`src/lfu_pkg.sv`:
```
// Shared constants and control types for the LFU frame replacement unit.
`default_nettype none

package lfu_pkg;

   // Frame limit register
   localparam int CSR_WIDTH = 6;
   localparam logic [CSR_WIDTH-1:0] CSR_RESET = 6'd32;

   typedef logic [CSR_WIDTH-1:0] csr_type;

   // Top to engine
   typedef struct packed {
      logic start;     // beat accepted on the request channel
      logic out_free;  // response register can take a result this cycle
   } lfu_ctrl_type;

   // Engine to top
   typedef struct packed {
      logic busy;      // a vote is in progress
      logic done;      // result fields are valid, load the response register
   } lfu_status_type;

endpackage : lfu_pkg

`default_nettype wire

```
`src/lfu_channels.sv`:
```
// Valid/ready channel interfaces for the request and response sides.
`default_nettype none

interface lfu_req_if #(
   parameter int ID_WIDTH = 8
);
   logic                valid;
   logic                ready;
   logic [ID_WIDTH-1:0] candidate_id;

   modport source (output valid, output candidate_id, input ready);
   modport sink   (input valid, input candidate_id, output ready);
endinterface : lfu_req_if

interface lfu_rsp_if #(
   parameter int ID_WIDTH    = 8,
   parameter int COUNT_WIDTH = 16,
   parameter int SLOT_WIDTH  = 5
);
   logic                   valid;
   logic                   ready;
   logic [SLOT_WIDTH-1:0]  slot_used;
   logic                   newly_posted;
   logic                   evicted_valid;
   logic [ID_WIDTH-1:0]    evicted_id;
   logic [COUNT_WIDTH-1:0] vote_total;

   modport source (output valid, output slot_used, output newly_posted,
                   output evicted_valid, output evicted_id, output vote_total,
                   input ready);
   modport sink   (input valid, input slot_used, input newly_posted,
                   input evicted_valid, input evicted_id, input vote_total,
                   output ready);
endinterface : lfu_rsp_if

`default_nettype wire

```
`src/lfu_frame_replacement_unit.sv`:
```
// Top level of the LFU frame replacement unit: CSR, request handshake, response register.
`default_nettype none

// Each request beat is one vote for a candidate id. The unit keeps SLOTS frames in a
// one-read/one-write RAM; every vote walks the whole table once (one frame per cycle,
// reads registered in the RAM ahead of the compare) to find a matching frame, the lowest
// free frame below the frame limit, and the least-voted frame (oldest posting breaks
// ties). A vote for a posted id bumps its saturating count; a new id goes to the free
// frame or replaces the victim. After an eviction a second pass over the RAM closes up
// the posting ranks of later candidates. Each pass is paced by the single RAM read port,
// one frame per cycle, and a new vote is accepted only once the last result has gone
// into the response register. The response sits in its own register, so the next vote
// is accepted while a result waits; the unit stalls only when a new result is ready and
// the old one has not been taken. csr_wr_data sets the frame limit (reset 32): zero acts
// as one and values above SLOTS act as SLOTS; write it only while no vote is in flight.
// Frames above a lowered limit stay posted and can still be hit or evicted. There is no
// clearing pass: frame valid bits live in flops and clear at reset.

module lfu_frame_replacement_unit #(
   parameter int SLOTS       = 32,
   parameter int ID_WIDTH    = 8,
   parameter int COUNT_WIDTH = 16
) (
   input  wire logic                         clock,
   input  wire logic                         reset,
   lfu_req_if.sink                           req_chan,
   lfu_rsp_if.source                         rsp_chan,
   input  wire logic                         csr_wr_en,
   input  wire lfu_pkg::csr_type             csr_wr_data
);
   import lfu_pkg::*;

   localparam int SLOT_W = (SLOTS > 1) ? $clog2(SLOTS) : 1;

   csr_type                frames_ff, frames_in;

   lfu_ctrl_type           ctrl;
   lfu_status_type         status;

   logic [SLOT_W-1:0]      res_slot;
   logic                   res_newly;
   logic                   res_evicted;
   logic [ID_WIDTH-1:0]    res_evicted_id;
   logic [COUNT_WIDTH-1:0] res_total;

   // Response register
   logic                   rsp_valid_ff, rsp_valid_in;
   logic [SLOT_W-1:0]      rsp_slot_ff, rsp_slot_in;
   logic                   rsp_newly_ff, rsp_newly_in;
   logic                   rsp_ev_ff, rsp_ev_in;
   logic [ID_WIDTH-1:0]    rsp_evid_ff, rsp_evid_in;
   logic [COUNT_WIDTH-1:0] rsp_total_ff, rsp_total_in;

   // Frame limit CSR
   assign frames_in = csr_wr_en ? csr_wr_data : frames_ff;

   always_ff @(posedge clock) begin
      if (reset) begin
         frames_ff <= CSR_RESET;
      end else begin
         frames_ff <= frames_in;
      end
   end

   // Request beat goes straight into the engine when it is idle
   assign req_chan.ready = !status.busy;
   assign ctrl.start     = req_chan.valid && !status.busy;
   assign ctrl.out_free  = !rsp_valid_ff || rsp_chan.ready;

   lfu_scan_engine #(
      .SLOTS       (SLOTS),
      .ID_WIDTH    (ID_WIDTH),
      .COUNT_WIDTH (COUNT_WIDTH)
   ) u_engine (
      .clock          (clock),
      .reset          (reset),
      .ctrl           (ctrl),
      .id_in          (req_chan.candidate_id),
      .frames_in_use  (frames_ff),
      .status         (status),
      .res_slot       (res_slot),
      .res_newly      (res_newly),
      .res_evicted    (res_evicted),
      .res_evicted_id (res_evicted_id),
      .res_total      (res_total)
   );

   // Load on done, drop when the sink takes the beat
   always_comb begin
      rsp_valid_in = rsp_valid_ff;
      rsp_slot_in  = rsp_slot_ff;
      rsp_newly_in = rsp_newly_ff;
      rsp_ev_in    = rsp_ev_ff;
      rsp_evid_in  = rsp_evid_ff;
      rsp_total_in = rsp_total_ff;
      if (rsp_chan.ready) begin
         rsp_valid_in = 1'b0;
      end
      if (status.done) begin
         rsp_valid_in = 1'b1;
         rsp_slot_in  = res_slot;
         rsp_newly_in = res_newly;
         rsp_ev_in    = res_evicted;
         rsp_evid_in  = res_evicted_id;
         rsp_total_in = res_total;
      end
   end

   always_ff @(posedge clock) begin
      if (reset) begin
         rsp_valid_ff <= 1'b0;
      end else begin
         rsp_valid_ff <= rsp_valid_in;
      end
   end

   always_ff @(posedge clock) begin
      rsp_slot_ff  <= rsp_slot_in;
      rsp_newly_ff <= rsp_newly_in;
      rsp_ev_ff    <= rsp_ev_in;
      rsp_evid_ff  <= rsp_evid_in;
      rsp_total_ff <= rsp_total_in;
   end

   assign rsp_chan.valid         = rsp_valid_ff;
   assign rsp_chan.slot_used     = rsp_slot_ff;
   assign rsp_chan.newly_posted  = rsp_newly_ff;
   assign rsp_chan.evicted_valid = rsp_ev_ff;
   assign rsp_chan.evicted_id    = rsp_evid_ff;
   assign rsp_chan.vote_total    = rsp_total_ff;

endmodule : lfu_frame_replacement_unit

`default_nettype wire

```
`src/lfu_slot_ram.sv`:
```
// Simple dual-port frame table RAM: one write, one registered read per cycle.
`default_nettype none

module lfu_slot_ram #(
   parameter int DEPTH = 32,
   parameter int WIDTH = 29,
   parameter int AW    = 5
) (
   input  wire logic             clock,
   input  wire logic             wr_en,
   input  wire logic [AW-1:0]    wr_addr,
   input  wire logic [WIDTH-1:0] wr_data,
   input  wire logic             rd_en,
   input  wire logic [AW-1:0]    rd_addr,
   output logic      [WIDTH-1:0] rd_data
);

   logic [WIDTH-1:0] mem [DEPTH];
   logic [WIDTH-1:0] rd_data_ff;

   always_ff @(posedge clock) begin
      if (wr_en) begin
         mem[wr_addr] <= wr_data;
      end
   end

   always_ff @(posedge clock) begin
      if (rd_en) begin
         rd_data_ff <= mem[rd_addr];
      end
   end

   assign rd_data = rd_data_ff;

endmodule : lfu_slot_ram

`default_nettype wire

```
`src/lfu_scan_engine.sv`:
```
// Scan, decide and rank-fix sequencer working on the frame table RAM.
`default_nettype none

module lfu_scan_engine #(
   parameter int SLOTS       = 32,
   parameter int ID_WIDTH    = 8,
   parameter int COUNT_WIDTH = 16
) (
   input  wire logic                                           clock,
   input  wire logic                                           reset,
   input  wire lfu_pkg::lfu_ctrl_type                          ctrl,
   input  wire logic [ID_WIDTH-1:0]                            id_in,
   input  wire lfu_pkg::csr_type                               frames_in_use,
   output lfu_pkg::lfu_status_type                             status,
   output logic [((SLOTS > 1) ? $clog2(SLOTS) : 1)-1:0]        res_slot,
   output logic                                                res_newly,
   output logic                                                res_evicted,
   output logic [ID_WIDTH-1:0]                                 res_evicted_id,
   output logic [COUNT_WIDTH-1:0]                              res_total
);
   import lfu_pkg::*;

   localparam int SLOT_W  = (SLOTS > 1) ? $clog2(SLOTS) : 1;
   localparam int CNT_W   = $clog2(SLOTS + 1);
   localparam int ENTRY_W = ID_WIDTH + COUNT_WIDTH + SLOT_W;
   localparam logic [COUNT_WIDTH-1:0] COUNT_MAX = '1;
   localparam logic [COUNT_WIDTH-1:0] COUNT_ONE = COUNT_WIDTH'(1);
   localparam logic [CNT_W-1:0] IDX_END = CNT_W'(SLOTS);

   localparam logic [2:0] ST_IDLE   = 3'd0;
   localparam logic [2:0] ST_SCAN   = 3'd1;
   localparam logic [2:0] ST_DECIDE = 3'd2;
   localparam logic [2:0] ST_FIX    = 3'd3;
   localparam logic [2:0] ST_FINISH = 3'd4;

   logic [2:0]             state_ff, state_in;
   logic [ID_WIDTH-1:0]    id_ff, id_in_nxt;
   logic [CNT_W-1:0]       limit_ff, limit_in;
   logic [CNT_W-1:0]       idx_ff, idx_in;
   logic [SLOTS-1:0]       valid_ff, valid_in;
   logic [CNT_W-1:0]       posted_ff, posted_in;

   logic                   hit_found_ff, hit_found_in;
   logic [SLOT_W-1:0]      hit_slot_ff, hit_slot_in;
   logic [COUNT_WIDTH-1:0] hit_votes_ff, hit_votes_in;
   logic [SLOT_W-1:0]      hit_rank_ff, hit_rank_in;

   logic                   free_found_ff, free_found_in;
   logic [SLOT_W-1:0]      free_slot_ff, free_slot_in;

   logic                   vic_found_ff, vic_found_in;
   logic [SLOT_W-1:0]      vic_slot_ff, vic_slot_in;
   logic [COUNT_WIDTH-1:0] vic_votes_ff, vic_votes_in;
   logic [SLOT_W-1:0]      vic_rank_ff, vic_rank_in;
   logic [ID_WIDTH-1:0]    vic_id_ff, vic_id_in;

   logic [SLOT_W-1:0]      res_slot_ff, res_slot_in;
   logic                   res_newly_ff, res_newly_in;
   logic                   res_ev_ff, res_ev_in;
   logic [ID_WIDTH-1:0]    res_evid_ff, res_evid_in;
   logic [COUNT_WIDTH-1:0] res_total_ff, res_total_in;

   // RAM port
   logic                   wr_en;
   logic [SLOT_W-1:0]      wr_addr;
   logic [ENTRY_W-1:0]     wr_data;
   logic                   rd_en;
   logic [SLOT_W-1:0]      rd_addr;
   logic [ENTRY_W-1:0]     rd_data;

   // Entry returned for the slot read in the cycle before
   logic [CNT_W-1:0]       prev_idx;
   logic [SLOT_W-1:0]      prev_slot;
   logic                   prev_valid;
   logic [ID_WIDTH-1:0]    rd_id;
   logic [COUNT_WIDTH-1:0] rd_votes;
   logic [SLOT_W-1:0]      rd_rank;
   logic [CNT_W-1:0]       limit_calc;
   logic [COUNT_WIDTH-1:0] hit_next_votes;

   lfu_slot_ram #(
      .DEPTH (SLOTS),
      .WIDTH (ENTRY_W),
      .AW    (SLOT_W)
   ) u_ram (
      .clock   (clock),
      .wr_en   (wr_en),
      .wr_addr (wr_addr),
      .wr_data (wr_data),
      .rd_en   (rd_en),
      .rd_addr (rd_addr),
      .rd_data (rd_data)
   );

   assign prev_idx   = idx_ff - CNT_W'(1);
   assign prev_slot  = prev_idx[SLOT_W-1:0];
   assign prev_valid = valid_ff[prev_slot];
   assign rd_id      = rd_data[ENTRY_W-1 -: ID_WIDTH];
   assign rd_votes   = rd_data[SLOT_W +: COUNT_WIDTH];
   assign rd_rank    = rd_data[SLOT_W-1:0];
   assign hit_next_votes = (hit_votes_ff == COUNT_MAX) ? hit_votes_ff
                                                       : hit_votes_ff + COUNT_ONE;

   // Zero acts as one, anything above the table size as the table size
   always_comb begin
      if (frames_in_use == '0) begin
         limit_calc = CNT_W'(1);
      end else if (int'(frames_in_use) > SLOTS) begin
         limit_calc = IDX_END;
      end else begin
         limit_calc = CNT_W'(frames_in_use);
      end
   end

   always_comb begin
      state_in      = state_ff;
      id_in_nxt     = id_ff;
      limit_in      = limit_ff;
      idx_in        = idx_ff;
      valid_in      = valid_ff;
      posted_in     = posted_ff;
      hit_found_in  = hit_found_ff;
      hit_slot_in   = hit_slot_ff;
      hit_votes_in  = hit_votes_ff;
      hit_rank_in   = hit_rank_ff;
      free_found_in = free_found_ff;
      free_slot_in  = free_slot_ff;
      vic_found_in  = vic_found_ff;
      vic_slot_in   = vic_slot_ff;
      vic_votes_in  = vic_votes_ff;
      vic_rank_in   = vic_rank_ff;
      vic_id_in     = vic_id_ff;
      res_slot_in   = res_slot_ff;
      res_newly_in  = res_newly_ff;
      res_ev_in     = res_ev_ff;
      res_evid_in   = res_evid_ff;
      res_total_in  = res_total_ff;
      wr_en         = 1'b0;
      wr_addr       = prev_slot;
      wr_data       = rd_data;
      rd_en         = 1'b0;
      rd_addr       = idx_ff[SLOT_W-1:0];
      status.busy   = 1'b1;
      status.done   = 1'b0;

      unique case (state_ff)
         ST_IDLE: begin
            status.busy = 1'b0;
            if (ctrl.start) begin
               id_in_nxt     = id_in;
               limit_in      = limit_calc;
               idx_in        = '0;
               hit_found_in  = 1'b0;
               free_found_in = 1'b0;
               vic_found_in  = 1'b0;
               state_in      = ST_SCAN;
            end
         end

         ST_SCAN: begin
            rd_en = (idx_ff != IDX_END);
            if (idx_ff != '0) begin
               if (prev_valid) begin
                  if (!hit_found_ff && rd_id == id_ff) begin
                     hit_found_in = 1'b1;
                     hit_slot_in  = prev_slot;
                     hit_votes_in = rd_votes;
                     hit_rank_in  = rd_rank;
                  end
                  if (!vic_found_ff || rd_votes < vic_votes_ff ||
                      (rd_votes == vic_votes_ff && rd_rank < vic_rank_ff)) begin
                     vic_found_in = 1'b1;
                     vic_slot_in  = prev_slot;
                     vic_votes_in = rd_votes;
                     vic_rank_in  = rd_rank;
                     vic_id_in    = rd_id;
                  end
               end else if (!free_found_ff && prev_idx < limit_ff) begin
                  free_found_in = 1'b1;
                  free_slot_in  = prev_slot;
               end
            end
            idx_in = idx_ff + CNT_W'(1);
            if (idx_ff == IDX_END) begin
               state_in = ST_DECIDE;
            end
         end

         ST_DECIDE: begin
            res_evid_in = '0;
            res_ev_in   = 1'b0;
            wr_en       = 1'b1;
            priority if (hit_found_ff) begin
               wr_addr      = hit_slot_ff;
               wr_data      = {id_ff, hit_next_votes, hit_rank_ff};
               res_slot_in  = hit_slot_ff;
               res_newly_in = 1'b0;
               res_total_in = hit_next_votes;
               state_in     = ST_FINISH;
            end else if (free_found_ff) begin
               wr_addr      = free_slot_ff;
               wr_data      = {id_ff, COUNT_ONE, posted_ff[SLOT_W-1:0]};
               valid_in[free_slot_ff] = 1'b1;
               posted_in    = posted_ff + CNT_W'(1);
               res_slot_in  = free_slot_ff;
               res_newly_in = 1'b1;
               res_total_in = COUNT_ONE;
               state_in     = ST_FINISH;
            end else begin
               // Victim takes the newest rank; later ranks close up in the fix pass
               wr_addr      = vic_slot_ff;
               wr_data      = {id_ff, COUNT_ONE, posted_ff[SLOT_W-1:0] - SLOT_W'(1)};
               res_slot_in  = vic_slot_ff;
               res_newly_in = 1'b1;
               res_ev_in    = 1'b1;
               res_evid_in  = vic_id_ff;
               res_total_in = COUNT_ONE;
               idx_in       = '0;
               state_in     = ST_FIX;
            end
         end

         ST_FIX: begin
            rd_en   = (idx_ff != IDX_END);
            wr_data = {rd_id, rd_votes, rd_rank - SLOT_W'(1)};
            if (idx_ff != '0 && prev_valid && prev_slot != vic_slot_ff &&
                rd_rank > vic_rank_ff) begin
               wr_en = 1'b1;
            end
            idx_in = idx_ff + CNT_W'(1);
            if (idx_ff == IDX_END) begin
               state_in = ST_FINISH;
            end
         end

         ST_FINISH: begin
            if (ctrl.out_free) begin
               status.done = 1'b1;
               state_in    = ST_IDLE;
            end
         end

         default: begin
            state_in = ST_IDLE;
         end
      endcase
   end

   always_ff @(posedge clock) begin
      if (reset) begin
         state_ff  <= ST_IDLE;
         valid_ff  <= '0;
         posted_ff <= '0;
      end else begin
         state_ff  <= state_in;
         valid_ff  <= valid_in;
         posted_ff <= posted_in;
      end
   end

   always_ff @(posedge clock) begin
      id_ff         <= id_in_nxt;
      limit_ff      <= limit_in;
      idx_ff        <= idx_in;
      hit_found_ff  <= hit_found_in;
      hit_slot_ff   <= hit_slot_in;
      hit_votes_ff  <= hit_votes_in;
      hit_rank_ff   <= hit_rank_in;
      free_found_ff <= free_found_in;
      free_slot_ff  <= free_slot_in;
      vic_found_ff  <= vic_found_in;
      vic_slot_ff   <= vic_slot_in;
      vic_votes_ff  <= vic_votes_in;
      vic_rank_ff   <= vic_rank_in;
      vic_id_ff     <= vic_id_in;
      res_slot_ff   <= res_slot_in;
      res_newly_ff  <= res_newly_in;
      res_ev_ff     <= res_ev_in;
      res_evid_ff   <= res_evid_in;
      res_total_ff  <= res_total_in;
   end

   assign res_slot       = res_slot_ff;
   assign res_newly      = res_newly_ff;
   assign res_evicted    = res_ev_ff;
   assign res_evicted_id = res_evid_ff;
   assign res_total      = res_total_ff;

endmodule : lfu_scan_engine

`default_nettype wire
```
`src/flat_wrapper.sv`:
```
// flat-port wrapper written by rule: the top's interface ports become plain ports
module lfu_frame_replacement_unit_flat import lfu_pkg::*;
#(
   parameter int SLOTS       = 32,
   parameter int ID_WIDTH    = 8,
   parameter int COUNT_WIDTH = 16
)
  (clock, reset, csr_wr_en, csr_wr_data, req_chan_valid, req_chan_candidate_id, req_chan_ready, rsp_chan_valid, rsp_chan_slot_used, rsp_chan_newly_posted, rsp_chan_evicted_valid, rsp_chan_evicted_id, rsp_chan_vote_total, rsp_chan_ready);
  lfu_req_if #(.ID_WIDTH(ID_WIDTH)) req_chan_i ();
  lfu_rsp_if #(.ID_WIDTH(ID_WIDTH), .COUNT_WIDTH(COUNT_WIDTH)) rsp_chan_i ();
  input  wire logic clock;
  input  wire logic reset;
  input  wire logic csr_wr_en;
  input  wire lfu_pkg::csr_type csr_wr_data;
  input wire logic [$bits(req_chan_i.valid)-1:0] req_chan_valid;
  input wire logic [$bits(req_chan_i.candidate_id)-1:0] req_chan_candidate_id;
  output wire logic [$bits(req_chan_i.ready)-1:0] req_chan_ready;
  output wire logic [$bits(rsp_chan_i.valid)-1:0] rsp_chan_valid;
  output wire logic [$bits(rsp_chan_i.slot_used)-1:0] rsp_chan_slot_used;
  output wire logic [$bits(rsp_chan_i.newly_posted)-1:0] rsp_chan_newly_posted;
  output wire logic [$bits(rsp_chan_i.evicted_valid)-1:0] rsp_chan_evicted_valid;
  output wire logic [$bits(rsp_chan_i.evicted_id)-1:0] rsp_chan_evicted_id;
  output wire logic [$bits(rsp_chan_i.vote_total)-1:0] rsp_chan_vote_total;
  input wire logic [$bits(rsp_chan_i.ready)-1:0] rsp_chan_ready;
  assign req_chan_i.valid = req_chan_valid;
  assign req_chan_i.candidate_id = req_chan_candidate_id;
  assign req_chan_ready = req_chan_i.ready;
  assign rsp_chan_valid = rsp_chan_i.valid;
  assign rsp_chan_slot_used = rsp_chan_i.slot_used;
  assign rsp_chan_newly_posted = rsp_chan_i.newly_posted;
  assign rsp_chan_evicted_valid = rsp_chan_i.evicted_valid;
  assign rsp_chan_evicted_id = rsp_chan_i.evicted_id;
  assign rsp_chan_vote_total = rsp_chan_i.vote_total;
  assign rsp_chan_i.ready = rsp_chan_ready;
  lfu_frame_replacement_unit #(.SLOTS(SLOTS), .ID_WIDTH(ID_WIDTH), .COUNT_WIDTH(COUNT_WIDTH)) u_core (.clock(clock), .reset(reset), .req_chan(req_chan_i), .rsp_chan(rsp_chan_i), .csr_wr_en(csr_wr_en), .csr_wr_data(csr_wr_data));
endmodule
```
`config.mk`:
```
export PLATFORM = sky130hd
export DESIGN_NAME = lfu_frame_replacement_unit_flat
export DESIGN_NICKNAME = d
export VERILOG_FILES = /design/src/lfu_pkg.sv /design/src/lfu_channels.sv /design/src/lfu_frame_replacement_unit.sv /design/src/lfu_slot_ram.sv /design/src/lfu_scan_engine.sv /design/src/flat_wrapper.sv
export SDC_FILE = /design/constraint.sdc
export NUM_CORES = 1
export LEC_CHECK = 0
export BUFFER_PORTS_ARGS = -buffer_cell sky130_fd_sc_hd__buf_2
export CORE_UTILIZATION = 32
export DETAILED_ROUTE_END_ITERATION = 8
export PLACE_DENSITY = 0.51
export SYNTH_ARGS = -nofsm -noshare
export SYNTH_HDL_FRONTEND = slang
export SYNTH_SLANG_ARGS = --single-unit
```
`constraint.sdc`:
```
create_clock -name clock -period 19.3 [get_ports clock]
set_input_delay 1.93 -clock clock [delete_from_list [all_inputs] [get_ports clock]]
set_output_delay 1.93 -clock clock [all_outputs]
set_load 0.01 [all_outputs]
```
==> results.md <==
* Die ar. at 0.142 mm2
* Synth Net Count at 2178
* Critical path peak fanout at 109
* Syn Area/Cell at 21.1 um2
* Fin crit period at 5150 ps
* Seq/Total Area, Yosys at 0.761
* Cell variety after synth at 58
* Critical Path RT at 19790 ps
* Root Buffer: clkbuf_16
* Ranking of synthesized cells by area: edfxtp_1 (74%), mux4_2 (15%), dfxtp_1 (2.1%)
* Top-area cell type share of the netlist area at 0.740
* Non-filler instance count after layout at 4221
* Max Cap Violations at 0
* Synth warn at 0
* H-tree levels at 4
* Xor/xnor cell area share of the yosys netlist at 0.00833
* Total power at 6.58 mW
* Worst setup path class: flip-flop to flip-flop
* Core area at 0.139 mm2
* Placed insts at 3994
* Mux contribution to synthesized area at 0.162
* Post-Syn Area at 0.0449 mm2
* Endpoints failing setup at 0
* Main combinational cell family by area after synthesis: multiplexers
* Vias per cell at 4.99
* # Post-CTS Setup Buffers at 0
* Post-synthesis register bit count at 1154
* Number of placed I/O pins at 52
* Crit. End Element: flip-flop
* CTS Buffer Depth at 3
* CTS Hold Bufs at 0
* Hold Path Sink: u_core.rsp_chan.evicted_id[1]$_DFFE_PP_
* Status: complete, no violations
* TritonCTS Buffers at 130
* Routed vias at 21100
* Layout Area Growth over Synthesis at 15.6%
* Initial antenna violation count at 6
* Final nets at 2301
* Die Y at 377 um
* Worst Tran Pin Value at 1290 ps
* RSZ-0062 raised after global routing: no
* Fin crit share at 0.267
* Gate Count Post-Synth at 2127
* Reg2Reg Launch Point: u_core.u_engine.idx_ff[0]$_SDFFCE_PN0P_
* Starting Density at 0.322
* Hold Path Depth at 0
* Hold Path Origin: u_core.u_engine.res_evicted_id[1]$_SDFFCE_PP0P_
* Grt ovf at 0
* Share of layout cells above drive strength 1 at 0.285
* Hold Path Class: flip-flop to flip-flop
* GRT Util Overall at 0.164
* Pins Over Slew Limit at 0
* Row count at 137
* Relative slew slack at 0.139
* Drt pass-1 iters at 5
* Area leader, netlist: edfxtp_1
* Reg clk slew, reported paths at 60 ps
* Achievable frequency at 0.194 GHz
* Setup TNS at 0 ps
* # DRC at 0
* Clk sinks at 1154
* Pin count of the biggest net entering global routing at 139
* R2R depth at 6
* Adder-cell share of the synthesized area at 0.00891
* Top FF cell, synth: edfxtp_1
* Peak supply drop at 0.0000892 V
* Number of global-route vias before repair at 21900
* Clk_skew at 24.4 ps
* Reg2reg setup slack at 14150 ps
* Critical Path AT at 5640 ps
* Post-CTS sizing at 0
* 1st-iter DRT viols at 1785
* Hold WS at 414 ps
* Routed Antenna Nets at 0
* Port Buffers at 51
* Power per Cell Area at 127 mW/mm2
* Crit path from: u_core.u_engine.idx_ff[0]$_SDFFCE_PN0P_
* Post-Route WL at 115000 um
* Worst setup SP type: flip-flop
* Post-synth ARST share at 0
* LEAKAGE at 16.1 nW
* Detail Placement HPWL at 70100 um
* Synth Area in Compound Gates at 0.0161
* Synth Area in Simple Gates at 0.0301
* Global-route wire length before repair at 165000 um
* Die Width at 377 um
* Clk_lat worst skew at 740 ps
* TritonCTS clock tree: yes
* Post-DR wirelength/cell at 27.2 um
* Post-synth EDFFs at 1107
* Worst R2R End: u_core.u_engine.u_ram.rd_data[5]$_DFFE_PP_
* Final Hold Fails at 0
* RePlAce Congestion at 0.786
final cells by class:
cell class	count	area (um2)
diodes	2	5.00
clock buffers	167	3500
clock inverters	58	577
fillers	12500	87400
inverters	47	176
multi-input cells	825	10600
flip-flops and latches	1154	34200
well taps	1876	2350
repair buffers	92	588
flip-flops by register name, summed over array words and instances (netlist names), 8 cells and up:
register and count:
u_core.rsp_chan.evicted_id 8, u_core.u_engine.u_ram.mem 928, u_core.u_engine.hit_votes_ff 16, u_core.u_engine.u_ram.rd_data 29, u_core.u_engine.res_evicted_id 8, u_core.u_engine.vic_id_ff 8
u_core.rsp_chan.vote_total 16, u_core.u_engine.id_ff 8, u_core.u_engine.valid_ff 32, u_core.u_engine.res_total 16, u_core.u_engine.vic_votes_ff 16
cell usage after synthesis, types with 2 or more instances:
master / number
or2_2: 3
o31ai_1: 7
o21a_1: 3
a32oi_2: 2
and3_1: 5
o21ai_0: 19
a31oi_1: 6
mux2_2: 37
nor2_1: 119
clkbuf_1: 61
ha_1: 32
a21oi_1: 48
nor3b_1: 4
nor3_1: 13
nand2_1: 73
a21o_1: 7
xor2_1: 22
mux2i_1: 16
buf_1: 10
inv_1: 46
o211ai_1: 4
edfxtp_1: 1107
dfxtp_1: 47
mux4_2: 298
nor2b_1: 12
nand3_1: 15
or3_1: 2
nand2b_1: 7
a31oi_4: 2
and2_1: 10
buf_2: 29
xnor2_1: 17
nand4_1: 11
a2111oi_0: 3
nor4_1: 7
kinds of logic after synthesis:
kind of cell	after synthesis
xor+xnor	41
compound gates	112
mux	351
fa+ha+maj	32
flops	1154
buf+inv	148
simple gates	289
per-stage QoR:
step / util / instance area, um2 / worst slack (ps)
final: 0.373 / 51900 / 14150
after global routing: 0.373 / 51900 / 13690
after CTS: 0.373 / 51900 / 13920
after detailed placement: 0.343 / 47800 / 13970
after global placement: 0.343 / 47800 / 14020
after floorplan: - / 44900 / 10390
layout by cell type (no fill, tap or decap), types with 15 or more instances in the layout:
cell type  instances
a21oi_1           45
nand3_1           15
ha_1              32
edfxtp_1        1107
mux2_2            37
mux2i_1           16
inv_1             44
clkbuf_16        134
xor2_1            22
mux4_2           298
xnor2_1           17
nand2_1           71
clkinv_1          20
dfxtp_1           47
nor2_4            32
o21ai_0           16
buf_4             39
clkbuf_1          31
nor2_1            87
buf_2             51
worst max-delay path by stage:
stage	end	slack, ps	cells past startpoint
floorplan	u_core.u_engine.vic_found_ff$_DFFE_PP_	10390	13
global placement	u_core.u_engine.u_ram.mem[0][20]$_DFFE_PP_	14020	8
detailed placement	u_core.u_engine.u_ram.mem[0][20]$_DFFE_PP_	13970	8
CTS	u_core.u_engine.u_ram.mem[0][6]$_DFFE_PP_	13920	8
global route	u_core.u_engine.u_ram.rd_data[8]$_DFFE_PP_	13690	6
finish	u_core.u_engine.u_ram.rd_data[5]$_DFFE_PP_	14150	6
where the power goes:
part           total, mW  switching, mW  internal (mW)
Combinational       1.14          0.726          0.416
Sequential          3.06         0.0717           2.99
Clock               2.38          0.987           1.39
Total               6.58           1.78           4.80
critical path, stage by stage (launching register included):
cell and delay (ps):
edfxtp_1 810, buf_12 690, buf_4 820, buf_4 830, mux4_2 610, mux4_2 530
mux2_2 280
layer usage:
layer / global-route usage / up-vias / wire, um
li1: - / 8997 / -
met1: 0.217 / 11500 / 49500
met2: 0.280 / 473 / 58800
met3: 0.0248 / 128 / 4330
met4: 0.0412 / 2 / 2090
met5: 0 / - / 13
No activity file was read; power rests on OpenSTA's default activity.
